[src/i2cqws_pkg.sv]
// Shared types and constants for the queued I2C write sequencer.
// Used by i2c_queued_write_sequencer; no dependencies.
`default_nettype none
package i2cqws_pkg;

  // Ring and address sizing
  localparam int QUEUE_DEPTH = 64;
  localparam int ADDR_WIDTH  = 16;
  localparam int IDX_W       = $clog2(QUEUE_DEPTH);
  localparam int LEN_W       = 8;
  localparam int DESC_W      = ADDR_WIDTH + LEN_W;

  // Register reset value: device address byte, write bit clear
  localparam logic [7:0] DEV_ADDR_RESET = 8'h78;

  // Input kinds carried in tuser
  localparam logic REQ_ENQUEUE = 1'b0;
  localparam logic REQ_EVENT   = 1'b1;

  // Engine states, one-hot
  typedef enum logic [2:0] {
    ST_IDLE = 3'b001,
    ST_ADDR = 3'b010,
    ST_DATA = 3'b100
  } eng_state_t;

  // Bus commands issued to the I2C engine
  typedef enum logic [2:0] {
    CMD_NONE  = 3'd0,
    CMD_START = 3'd1,
    CMD_ADDR  = 3'd2,
    CMD_DATA  = 3'd3,
    CMD_STOP  = 3'd4
  } bus_cmd_t;

  // Ready status after each step
  typedef enum logic [1:0] {
    RDY_BUSY  = 2'd0,
    RDY_FULL  = 2'd1,
    RDY_EMPTY = 2'd2
  } rdy_t;

  // One ring entry
  typedef struct packed {
    logic [ADDR_WIDTH-1:0] addr;
    logic [LEN_W-1:0]      len;
  } desc_t;

  // Advance a ring index with wrap
  function automatic logic [IDX_W-1:0] ring_next(input logic [IDX_W-1:0] idx);
    ring_next = (idx == IDX_W'(QUEUE_DEPTH - 1)) ? '0 : idx + 1'b1;
  endfunction

endpackage
`default_nettype wire

[src/i2c_queued_write_sequencer.sv]
// Top level of the queued I2C master write sequencer.
// Depends on i2cqws_pkg and the i2cqws_ram descriptor store.
//
// Usage:
//   in_*  : one transfer per request. in_tuser selects the kind: 0 enqueues a
//           descriptor (buffer address, length), 1 is a bus event from the
//           I2C engine (ack missing, write collision flags).
//   out_* : one result per request, in request order: enqueue status, start
//           kick, bus command with its address or data fetch address, buffer
//           release, and the ready status after the step.
//   cfg_* : write of the device address byte (reset 0x78); always ready; the user
//           writes it only while no request is in flight (the block does not enforce this).
// Latency: a result is presented in the cycle after its request transfer.
// Throughput: one request per cycle; the descriptor RAM read for the ring
// head is issued ahead from the next head index, with a bypass for a same-cycle write.
// Stall: the single output register holds a result until out_tready; a new
// request is taken whenever that register is empty or being drained.
// Reset (rst_n low, synchronous): ring empty, engine idle, no buffer held,
// output register empty. Descriptor RAM contents need no clearing.
`default_nettype none
module i2c_queued_write_sequencer (
  input  wire logic        clk,
  input  wire logic        rst_n,
  // Request channel
  input  wire logic        in_tvalid,
  output logic             in_tready,
  // [15:0] block_address, [23:16] block_length, [24] ack_missing,
  // [25] write_collision, [31:26] zero
  input  wire logic [31:0] in_tdata,
  // [0] req_type
  input  wire logic [0:0]  in_tuser,
  // Result channel
  output logic             out_tvalid,
  input  wire logic        out_tready,
  // [0] write_status, [1] start_event, [4:2] bus_command, [12:5] address_byte,
  // [28:13] fetch_address, [29] release_buffer, [45:30] release_address,
  // [47:46] ready_status
  output logic      [47:0] out_tdata,
  // Configuration channel
  input  wire logic        cfg_valid,
  output logic             cfg_ready,
  input  wire logic [7:0]  cfg_data
);
  import i2cqws_pkg::*;

  // Request fields
  logic                  req_type;
  logic [15:0]           block_address;
  logic [LEN_W-1:0]      block_length;
  logic                  ack_missing;
  logic                  write_collision;
  logic                  in_xfer;

  // State registers
  logic [IDX_W-1:0]      head_r, head_nxt;
  logic [IDX_W-1:0]      tail_r, tail_nxt;
  logic                  empty_r, empty_nxt;
  logic                  full_r, full_nxt;
  eng_state_t            state_r, state_nxt, state_eff;
  logic [LEN_W-1:0]      left_r, left_nxt;
  logic [ADDR_WIDTH-1:0] next_addr_r, next_addr_nxt;
  logic [ADDR_WIDTH-1:0] held_addr_r, held_addr_nxt;
  logic                  held_r, held_nxt;
  logic [7:0]            dev_addr_r;

  // Descriptor store and head bypass
  logic                  ram_we;
  desc_t                 ram_wdata;
  desc_t                 ram_rdata;
  desc_t                 byp_data_r;
  logic                  byp_hit_r;
  desc_t                 head_desc;

  // Result fields
  logic                  res_wstat;
  logic                  res_start;
  bus_cmd_t              res_cmd;
  logic [7:0]            res_abyte;
  logic [ADDR_WIDTH-1:0] res_fetch;
  logic                  res_rel;
  logic [ADDR_WIDTH-1:0] res_rel_addr;
  rdy_t                  res_rdy;

  // Output register
  logic                  out_valid_r;
  logic [47:0]           out_data_r;

  assign req_type        = in_tuser[0];
  assign block_address   = in_tdata[15:0];
  assign block_length    = in_tdata[23:16];
  assign ack_missing     = in_tdata[24];
  assign write_collision = in_tdata[25];

  assign in_tready = !out_valid_r || out_tready;
  assign in_xfer   = in_tvalid && in_tready;
  assign cfg_ready = 1'b1;

  // Ring entry written on an accepted enqueue
  assign ram_we         = in_xfer && (req_type == REQ_ENQUEUE) && !full_r;
  assign ram_wdata.addr = ADDR_WIDTH'(block_address);
  assign ram_wdata.len  = block_length;

  i2cqws_ram #(
    .WIDTH (DESC_W),
    .DEPTH (QUEUE_DEPTH)
  ) u_ring (
    .clk   (clk),
    .we    (ram_we),
    .waddr (tail_r),
    .wdata (ram_wdata),
    .raddr (head_nxt),
    .rdata (ram_rdata)
  );

  // Forward a write that lands on the entry being read
  always_ff @(posedge clk) begin
    if (!rst_n) begin
      byp_hit_r <= 1'b0;
    end else begin
      byp_hit_r <= ram_we && (tail_r == head_nxt);
    end
    byp_data_r <= ram_wdata;
  end

  assign head_desc = byp_hit_r ? byp_data_r : ram_rdata;

  // Step the ring and the engine for one request
  assign state_eff = write_collision ? ST_IDLE : state_r;

  always_comb begin
    head_nxt      = head_r;
    tail_nxt      = tail_r;
    empty_nxt     = empty_r;
    full_nxt      = full_r;
    state_nxt     = state_r;
    left_nxt      = left_r;
    next_addr_nxt = next_addr_r;
    held_addr_nxt = held_addr_r;
    held_nxt      = held_r;
    res_wstat     = 1'b0;
    res_start     = 1'b0;
    res_cmd       = CMD_NONE;
    res_abyte     = '0;
    res_fetch     = '0;
    res_rel       = 1'b0;
    res_rel_addr  = '0;
    if (in_xfer) begin
      if (req_type == REQ_ENQUEUE) begin
        if (full_r) begin
          res_wstat = 1'b1;
        end else begin
          tail_nxt  = ring_next(tail_r);
          empty_nxt = 1'b0;
          full_nxt  = (ring_next(tail_r) == head_r);
          res_start = (state_r == ST_IDLE);
        end
      end else begin
        state_nxt = state_eff;
        case (state_eff)
          ST_IDLE: begin
            if (!empty_r) begin
              left_nxt      = head_desc.len;
              next_addr_nxt = head_desc.addr;
              held_addr_nxt = head_desc.addr;
              held_nxt      = 1'b1;
              head_nxt      = ring_next(head_r);
              full_nxt      = 1'b0;
              empty_nxt     = (ring_next(head_r) == tail_r);
              res_cmd       = CMD_START;
              state_nxt     = ST_ADDR;
            end
          end
          ST_ADDR: begin
            res_cmd   = CMD_ADDR;
            res_abyte = dev_addr_r;
            state_nxt = ST_DATA;
          end
          ST_DATA: begin
            if (ack_missing || (left_r == '0)) begin
              res_cmd       = CMD_STOP;
              state_nxt     = ST_IDLE;
              res_rel       = held_r;
              res_rel_addr  = held_r ? held_addr_r : '0;
              held_nxt      = 1'b0;
              held_addr_nxt = '0;
            end else begin
              left_nxt      = left_r - 1'b1;
              res_cmd       = CMD_DATA;
              res_fetch     = next_addr_r;
              next_addr_nxt = next_addr_r + 1'b1;
            end
          end
          default: begin
            // Unused state code: treat as a stop
            res_cmd       = CMD_STOP;
            state_nxt     = ST_IDLE;
            res_rel       = held_r;
            res_rel_addr  = held_r ? held_addr_r : '0;
            held_nxt      = 1'b0;
            held_addr_nxt = '0;
          end
        endcase
      end
    end
  end

  // Ready status after the step
  always_comb begin
    if (full_nxt) begin
      res_rdy = RDY_FULL;
    end else if (empty_nxt && (state_nxt == ST_IDLE)) begin
      res_rdy = RDY_EMPTY;
    end else begin
      res_rdy = RDY_BUSY;
    end
  end

  // Control state
  always_ff @(posedge clk) begin
    if (!rst_n) begin
      head_r      <= '0;
      tail_r      <= '0;
      empty_r     <= 1'b1;
      full_r      <= 1'b0;
      state_r     <= ST_IDLE;
      left_r      <= '0;
      next_addr_r <= '0;
      held_addr_r <= '0;
      held_r      <= 1'b0;
      dev_addr_r  <= DEV_ADDR_RESET;
    end else begin
      head_r      <= head_nxt;
      tail_r      <= tail_nxt;
      empty_r     <= empty_nxt;
      full_r      <= full_nxt;
      state_r     <= state_nxt;
      left_r      <= left_nxt;
      next_addr_r <= next_addr_nxt;
      held_addr_r <= held_addr_nxt;
      held_r      <= held_nxt;
      if (cfg_valid && cfg_ready) begin
        dev_addr_r <= cfg_data;
      end
    end
  end

  // Output register: load on a request transfer, drop when taken
  always_ff @(posedge clk) begin
    if (!rst_n) begin
      out_valid_r <= 1'b0;
    end else if (in_xfer) begin
      out_valid_r <= 1'b1;
    end else if (out_tready) begin
      out_valid_r <= 1'b0;
    end
    if (in_xfer) begin
      out_data_r <= {res_rdy, 16'(res_rel_addr), res_rel, 16'(res_fetch),
                     res_abyte, res_cmd, res_start, res_wstat};
    end
  end

  assign out_tvalid = out_valid_r;
  assign out_tdata  = out_data_r;

  // Checks
  a_full_empty_excl: assert property (@(posedge clk) disable iff (!rst_n)
    !(full_r && empty_r))
    else $error("ring flagged full and empty at once");

  a_full_idx: assert property (@(posedge clk) disable iff (!rst_n)
    (full_r || empty_r) |-> (head_r == tail_r))
    else $error("ring flag set with head and tail apart");

  a_flags_idx: assert property (@(posedge clk) disable iff (!rst_n)
    (head_r == tail_r) |-> (full_r || empty_r))
    else $error("head meets tail without full or empty flag");

  a_busy_held: assert property (@(posedge clk) disable iff (!rst_n)
    (state_r != ST_IDLE) |-> held_r)
    else $error("engine active with no buffer held");

  a_result_loaded: assert property (@(posedge clk) disable iff (!rst_n)
    in_xfer |=> out_valid_r)
    else $error("accepted request left no result");

endmodule
`default_nettype wire

[src/i2cqws_ram.sv]
// Generic single-port-write, single-port-read RAM with registered read data.
// No dependencies; read during write returns the old contents.
`default_nettype none
module i2cqws_ram #(
  parameter int WIDTH = 8,
  parameter int DEPTH = 64
) (
  input  wire logic                     clk,
  input  wire logic                     we,
  input  wire logic [$clog2(DEPTH)-1:0] waddr,
  input  wire logic [WIDTH-1:0]         wdata,
  input  wire logic [$clog2(DEPTH)-1:0] raddr,
  output logic      [WIDTH-1:0]         rdata
);

  logic [WIDTH-1:0] mem [DEPTH];

  // Write port and registered read port
  always_ff @(posedge clk) begin
    if (we) begin
      mem[waddr] <= wdata;
    end
    rdata <= mem[raddr];
  end

endmodule
`default_nettype wire

[config.mk]
export PLATFORM = sky130hd
export DESIGN_NAME = i2c_queued_write_sequencer
export DESIGN_NICKNAME = d
export VERILOG_FILES = /design/src/i2cqws_pkg.sv /design/src/i2c_queued_write_sequencer.sv /design/src/i2cqws_ram.sv
export SDC_FILE = /design/constraint.sdc
export NUM_CORES = 2
export LEC_CHECK = 0
export ABC_AREA = 1
export BUFFER_PORTS_ARGS = -buffer_cell sky130_fd_sc_hd__buf_2
export CAP_MARGIN = 10
export CORE_MARGIN = 2
export CORE_UTILIZATION = 63
export CTS_BUF_LIST = sky130_fd_sc_hd__clkbuf_8
export DETAILED_ROUTE_END_ITERATION = 16
export PLACE_DENSITY_LB_ADDON = 0.05
export SYNTH_ARGS = -nofsm -noshare
export SYNTH_HDL_FRONTEND = slang
export SYNTH_HIERARCHICAL = 1
export SYNTH_SLANG_ARGS = --single-unit
[constraint.sdc]
create_clock -name clk -period 10 [get_ports clk]
set_input_delay 0.5 -clock clk [delete_from_list [all_inputs] [get_ports clk]]
set_output_delay 0.5 -clock clk [all_outputs]
set_load 0.01 [all_outputs]
Word level (Yosys, flattened, before mapping). Memory sizes are Yosys's and may differ from the RTL's. A register that Yosys moved wholly into a read port is not among the register bits. Index checks and enable logic that the tools add are counted.

Add/subtract/negate cells: 4. Multipliers: 0. Div/mod/pow operators: 0. Order comparisons: 0. Eq/ne operators: 13. Shift-type cells: 0. Multiplexer cells: 48. Bitwise gates (word level): 4. Reduce and logical (&&, ||, !) cells: 19.

Operators with widths (count): 2-to-1 mux 16 bit (5); case mux 16 bit (2 select lines) (2); case mux 16 bit (3 select lines) (1); 2-to-1 mux 6 bit (6); 2-to-1 mux 24 bit (1); 2-to-1 mux 1 bit (19); equality test 6 bit (3); 2-to-1 mux 3 bit (6); case mux 3 bit (3 select lines) (2); adder 16 x 1 -> 16 bit, second input constant (1); 2-to-1 mux 8 bit (2); case mux 8 bit (2 select lines) (1); adder 6 x 1 -> 6 bit, second input constant (2); equality test 6 bit, second input constant (2); AND reduction 5 bit (2); equality test 3 x 1 -> 1 bit, second input constant (3); zero test 8 bit (1); subtractor 8 x 1 -> 8 bit, second input constant (1); != test 2 bit, second input constant (3); logical AND 1 bit (5); NOT 1 bit (4); nonzero test 2 bit (2); OR reduction 2 bit (2); equality test 3 x 2 -> 1 bit, second input constant (1); 9 further kinds (11).

Register bits: 140. Bits in latches: 0. Bits in writable memories: 1536. Bits in read-only memories: 0. Input bits: 46. Output and inout bits: 51. Logic and storage cells: 109. Memories: 1.

Memory list: u_ring.mem (depth 64, width 24, read ports 1, clocked after memory_dff 1, write ports 1, RTL line i2cqws_ram.sv:16) `logic [WIDTH-1:0] mem [DEPTH];`.

Depth between registers and ports, before layout.
Depth after elaboration: 9. Mapped depth: 22.

Cells and area by module. The synthesis kept the hierarchy.

Modules (own cells, without submodules): i2cqws_ram (times used 1, cells an instance 5230, area an instance 62755.2 um^2); i2c_queued_write_sequencer (times used 1, cells an instance 814, area an instance 6353.6 um^2).

Worst setup path before layout. OpenSTA, ideal clock, no wires.

Path type: input-to-reg. Start: input port out_tready. End: memory u_ring/mem[48][0] (netlist bit), enable pin. Library setup time: 0.466 ns. Arrival: 5.636 ns. Required time: 9.534 ns. Slack: 3.898 ns. Cell stages on the path: 7. Path buffers: 1. Cells stage by stage: inv_1 a21oi_2 nand3_1 clkinv_1 clkbuf_1 nand4_1 nor4_1.

Longest elaborated chain between the ends: 6.

Ends and longest elaborated chain: start: declaration (RTL line i2c_queued_write_sequencer.sv:34) `input wire logic out_tready,`; logical OR 1 bit (RTL line i2c_queued_write_sequencer.sv:94) `assign in_tready = !out_valid_r || out_tready;`; logical AND 1 bit (RTL line i2c_queued_write_sequencer.sv:95) `assign in_xfer = in_tvalid && in_tready;`; named net in_xfer (RTL line i2c_queued_write_sequencer.sv:52) `logic in_xfer;`; logical AND 1 bit (2 in series) (RTL line i2c_queued_write_sequencer.sv:99) `assign ram_we = in_xfer && (req_type == REQ_ENQUEUE) && !full_r;`; named net ram_we (RTL line i2c_queued_write_sequencer.sv:67) `logic ram_we;`; 2-to-1 mux 1 bit (RTL line i2cqws_ram.sv:20) `if (we) begin`; 2-to-1 mux 1 bit (not written as such) (RTL line i2cqws_ram.sv:21) `mem[waddr] <= wdata;`; end: declaration (RTL line i2cqws_ram.sv:16).

The timed path passes the listed nets, and every way through them passes these cells.

Worst setup path after layout.
Start: register out_valid_r, in the netlist out_tvalid. End: register u_ring.rdata[23], read port of u_ring.mem.

Longest elaborated chain between the ends: 4.

Ends and longest elaborated chain: start: declaration (RTL line i2c_queued_write_sequencer.sv:85) `logic out_valid_r;`; start signal: assignment (RTL line i2c_queued_write_sequencer.sv:250) `out_valid_r <= 1'b0;`; start signal: assignment (RTL line i2c_queued_write_sequencer.sv:252) `out_valid_r <= 1'b1;`; start signal: assignment (RTL line i2c_queued_write_sequencer.sv:254) `out_valid_r <= 1'b0;`; zero test 1 bit (RTL line i2c_queued_write_sequencer.sv:94); logical OR 1 bit (RTL line i2c_queued_write_sequencer.sv:94); logical AND 1 bit (RTL line i2c_queued_write_sequencer.sv:95); named net in_xfer (RTL line i2c_queued_write_sequencer.sv:52); 2-to-1 mux 6 bit (RTL line i2c_queued_write_sequencer.sv:147) `if (in_xfer) begin`; named net head_nxt[1] (RTL line i2c_queued_write_sequencer.sv:55) `logic [IDX_W-1:0] head_r, head_nxt;`; end: declaration (RTL line i2cqws_ram.sv:13) `output logic [WIDTH-1:0] rdata`.

The timed path passes the listed nets, and every way through them passes these cells. A chain may end at the register's enable or synchronous reset.

==> impl_metrics.csv <==
group,metric,value,unit
detailed_routing,drt-wirelength-per-cell,23.01,um
timing,fin_crit_sh,55.47,%
finish,syn2layout_area_growth,9.429,%
finish,multiInputGateArea,0.01689,mm^2
timing,finClkSkew,0.04951,ns
timing,layout_min_cycle_time,5.547,ns
timing,rsz0062_at_grt,"no",
timing,slew_violations,0,
grt,grt_usage,31.98,%
placement,portBuffers,89,
synth,syn_area,0.06911,mm^2
worst_setup_path,start_kind,"flip-flop",
clocking,cts.path.max_buffers,4,
grt,antenna_found_initial,7,
worst_setup_path,required,10.79,ns
clocking,cts_setup_buffers,0,
min_path,hp-class,"primary input to flip-flop",
detailed_routing,ant_nets,0,
min_path,holdPathStages,2,
clocking,clk_latency,0.95,ns
placement,gp_congestion,0.8579,
worst_setup_path,critPathCaptureType,"flip-flop",
clocking,h-tree-depth,5,
detailed_routing,routed-via-count,46299,
worst_setup_path,critPathArrivalTime,6.34,ns
clocking,clk_pin_slew_worst_paths,0.06,ns
clocking,cts_tree,"built",
synth,ys_types,43,
timing,fin_setup_tns,0,ns
detailed_routing,drtPass1Iterations,8,
floorplan,dieArea,0.1124,mm^2
floorplan,ioPinCount,97,
synth,yosysMostFrequentCell,"nand2_1",
synth,yosysWarnings,6,
finish,seqCellArea,0.04989,mm^2
synth,synth_top_area_share,68.83,%
finish,nets,6250,
synth,synth_edf_count,1584,
floorplan,start_util,63.49,%
clocking,clockRootBuffer,"clkbuf_8",
clocking,clock_sinks,1700,
grt,grt_max_degree,205,
pwr,power_leakage,0.02774,uW
worst_setup_path,timing.rr.end,"u_ring/rdata[23]$_DFF_P_",
detailed_routing,wl,179300,um
floorplan,die_h,335.2,um
detailed_routing,drc,0,
pwr,report.power.total,14350,uW
worst_setup_path,r2r-start,"out_tvalid$_SDFFE_PN0P_",
floorplan,num_rows,121,
detailed_routing,drt_iter0_drc,5347,
finish,post_route_cells_drive_above_1_share,10.08,%
synth,synth_ff_type,"edfxtp_1",
grt,grt_pass1_wl,265500,um
synth,avgSynthCellArea,11.43,um^2
floorplan,core-area,0.1089,mm^2
pwr,ir_drop,0.0001415,V
finish,fillCellCount,7745,
min_path,min_to,"byp_data_r[11]$_DFF_P_",
timing,hold_viol_final,0,
timing,slew_headroom,28.68,%
timing,setup_viol_count_final,0,
run,cap_violations,0,
detailed_routing,routed_via_density,5.941,
worst_setup_path,cp_max_fo,132,
pwr,power_density,189.8,mW/mm^2
synth,ys_seq_area_share,72.19,%
timing,timing.hold.ws,0.1896,ns
synth,synthesis.nets,6094,
synth,yosys.area.top_type,"edfxtp_1",
worst_setup_path,worst-r2r-setup-slack,4.45,ns
grt,grt_overflow,0,
grt,grt_pass1_vias,44091,
placement,place_hpwl,89710,um
synth,netlist_top_cells_area,"edfxtp_1, nand2_1, nand3_1, dfxtp_1, buf_2",
run_status,outcome,"complete, no violations",
synth,yosys_register_bits,1700,
synth,synth_common_cells,"nand2_1, edfxtp_1, nand3_1, buf_2, nor2_1",
floorplan,fp.dieW,335.2,um
worst_setup_path,worstSetupPathType,"flip-flop to flip-flop",
clocking,cts_buffers,288,
synth,async_flop_share,0,%
timing,tightest_slew,1.066,ns
synth,syn_inst,6044,
worst_setup_path,r2r_cells,16,
min_path,hold_start,"in_tdata[3]",
timing,max_freq,180.3,MHz
## how the worst max path moves through the flow
stage	startpoint	to	depth (start not counted)	slack, ns
5_1_grt	out_tvalid$_SDFFE_PN0P_	u_ring/rdata[1]$_DFF_P_	16	4.30
2_1_floorplan	out_tready	u_ring/mem[48][0]$_DFFE_PP_	7	3.90
4_1_cts	out_tvalid$_SDFFE_PN0P_	u_ring/rdata[1]$_DFF_P_	16	4.68
3_3_place_gp	in_tvalid	u_ring/rdata[13]$_DFF_P_	18	4.47
3_5_place_dp	in_tvalid	u_ring/rdata[1]$_DFF_P_	18	4.42
6_report	out_tvalid$_SDFFE_PN0P_	u_ring/rdata[23]$_DFF_P_	16	4.45
## cell type report
cell class                 count  share of cell area, %
sequential                  1700                  65.97
multi-input combinational   3872                  22.33
inverter                     100                 0.5708
clock buffer                 300                  5.460
timing repair buffer         238                  2.296
clock inverter               166                  1.022
antenna                        3               0.009927
tap                         1414                  2.339
## state kept, by name, indices dropped and copies added, names as in the netlist
name / cells
held_r: 1
empty_r: 1
head_r: 6
tail_r: 6
next_addr_r: 16
u_ring/mem: 1536
out_tvalid: 1
held_addr_r: 16
dev_addr_r: 8
left_r: 8
u_ring/rdata: 24
byp_data_r: 24
out_tdata: 48
byp_hit_r: 1
full_r: 1
state_r: 3
## cells in the final DEF (no fill, tap or decap), types with 9 or more instances in the layout
cell / count
buf_4: 116
o21ai_0: 45
dlygate4sd3_1: 24
a21oi_1: 59
buf_12: 9
dfxtp_1: 116
edfxtp_1: 1584
clkinv_2: 14
nor2_1: 101
nand4_1: 16
nand2_1: 2166
clkinv_1: 50
nand3_1: 1353
nor2_2: 58
clkbuf_8: 300
or2_2: 11
inv_1: 175
buf_2: 89
## through the flow
step | utilization [%] | cells | area [um^2] | setup WS, ns
after global placement | 64.74 | 7300 | 70480 | 4.472
after detailed placement | 64.74 | 7300 | 70480 | 4.421
final | 69.47 | 7793 | 75630 | 4.453
after global routing | 69.47 | 7791 | 75620 | 4.301
after CTS | 69.47 | 7790 | 75620 | 4.676
after floorplan | - | 6044 | 69110 | 3.898
## timing repair
item / in CTS / in global routing
resized for setup: 0 / 0
hold buffers: 24 / 0
endpoints found under the hold margin: 16 / 0
## cell families (layout without fill, tap and decap cells)
| group | after synthesis | in the layout | share of synthesized area [%] |
|---|---|---|---|
| flops | 1700 | 1700 | 72.19 |
| other cells | 1 | 4 | 0.005426 |
| mux | 8 | 8 | 0.1159 |
| compound gates | 120 | 120 | 0.9306 |
| fa+ha+maj | 4 | 4 | 0.07242 |
| buf+inv | 472 | 804 | 3.663 |
| simple gates | 3732 | 3732 | 22.94 |
| xor+xnor | 7 | 7 | 0.08872 |
## power breakdown
group,total [uW],internal (uW),switching [uW]
Clock,5440,2830,2620
Combinational,1050,250,800
Sequential,7860,7830,25.6
## critical path: stages (launching register included)
cell and delay [ns]:
dfxtp_1 0.34, a21oi_4 0.14, buf_4 0.53, nand2_1 0.24, nor2_2 0.67, nand2_1 0.10, nand2_1 0.25, inv_8 0.20
inv_8 0.61, buf_12 0.57, nand3_1 0.18, nand3_1 0.11, nand2_1 0.06, nand2_1 0.12, nand3_1 0.29, nand3_1 0.38
nand2_1 0.10
## routing by layer
layer  global-route usage (%)  vias to the layer above  wire, um
li1                         -                    21365         -
met1                    43.41                    22261     69980
met2                    51.43                     2308     85920
met3                    5.498                      365     16510
met4                    13.95                        0      6932
met5                        0                        -         0
(Power assumes the default switching activity.)
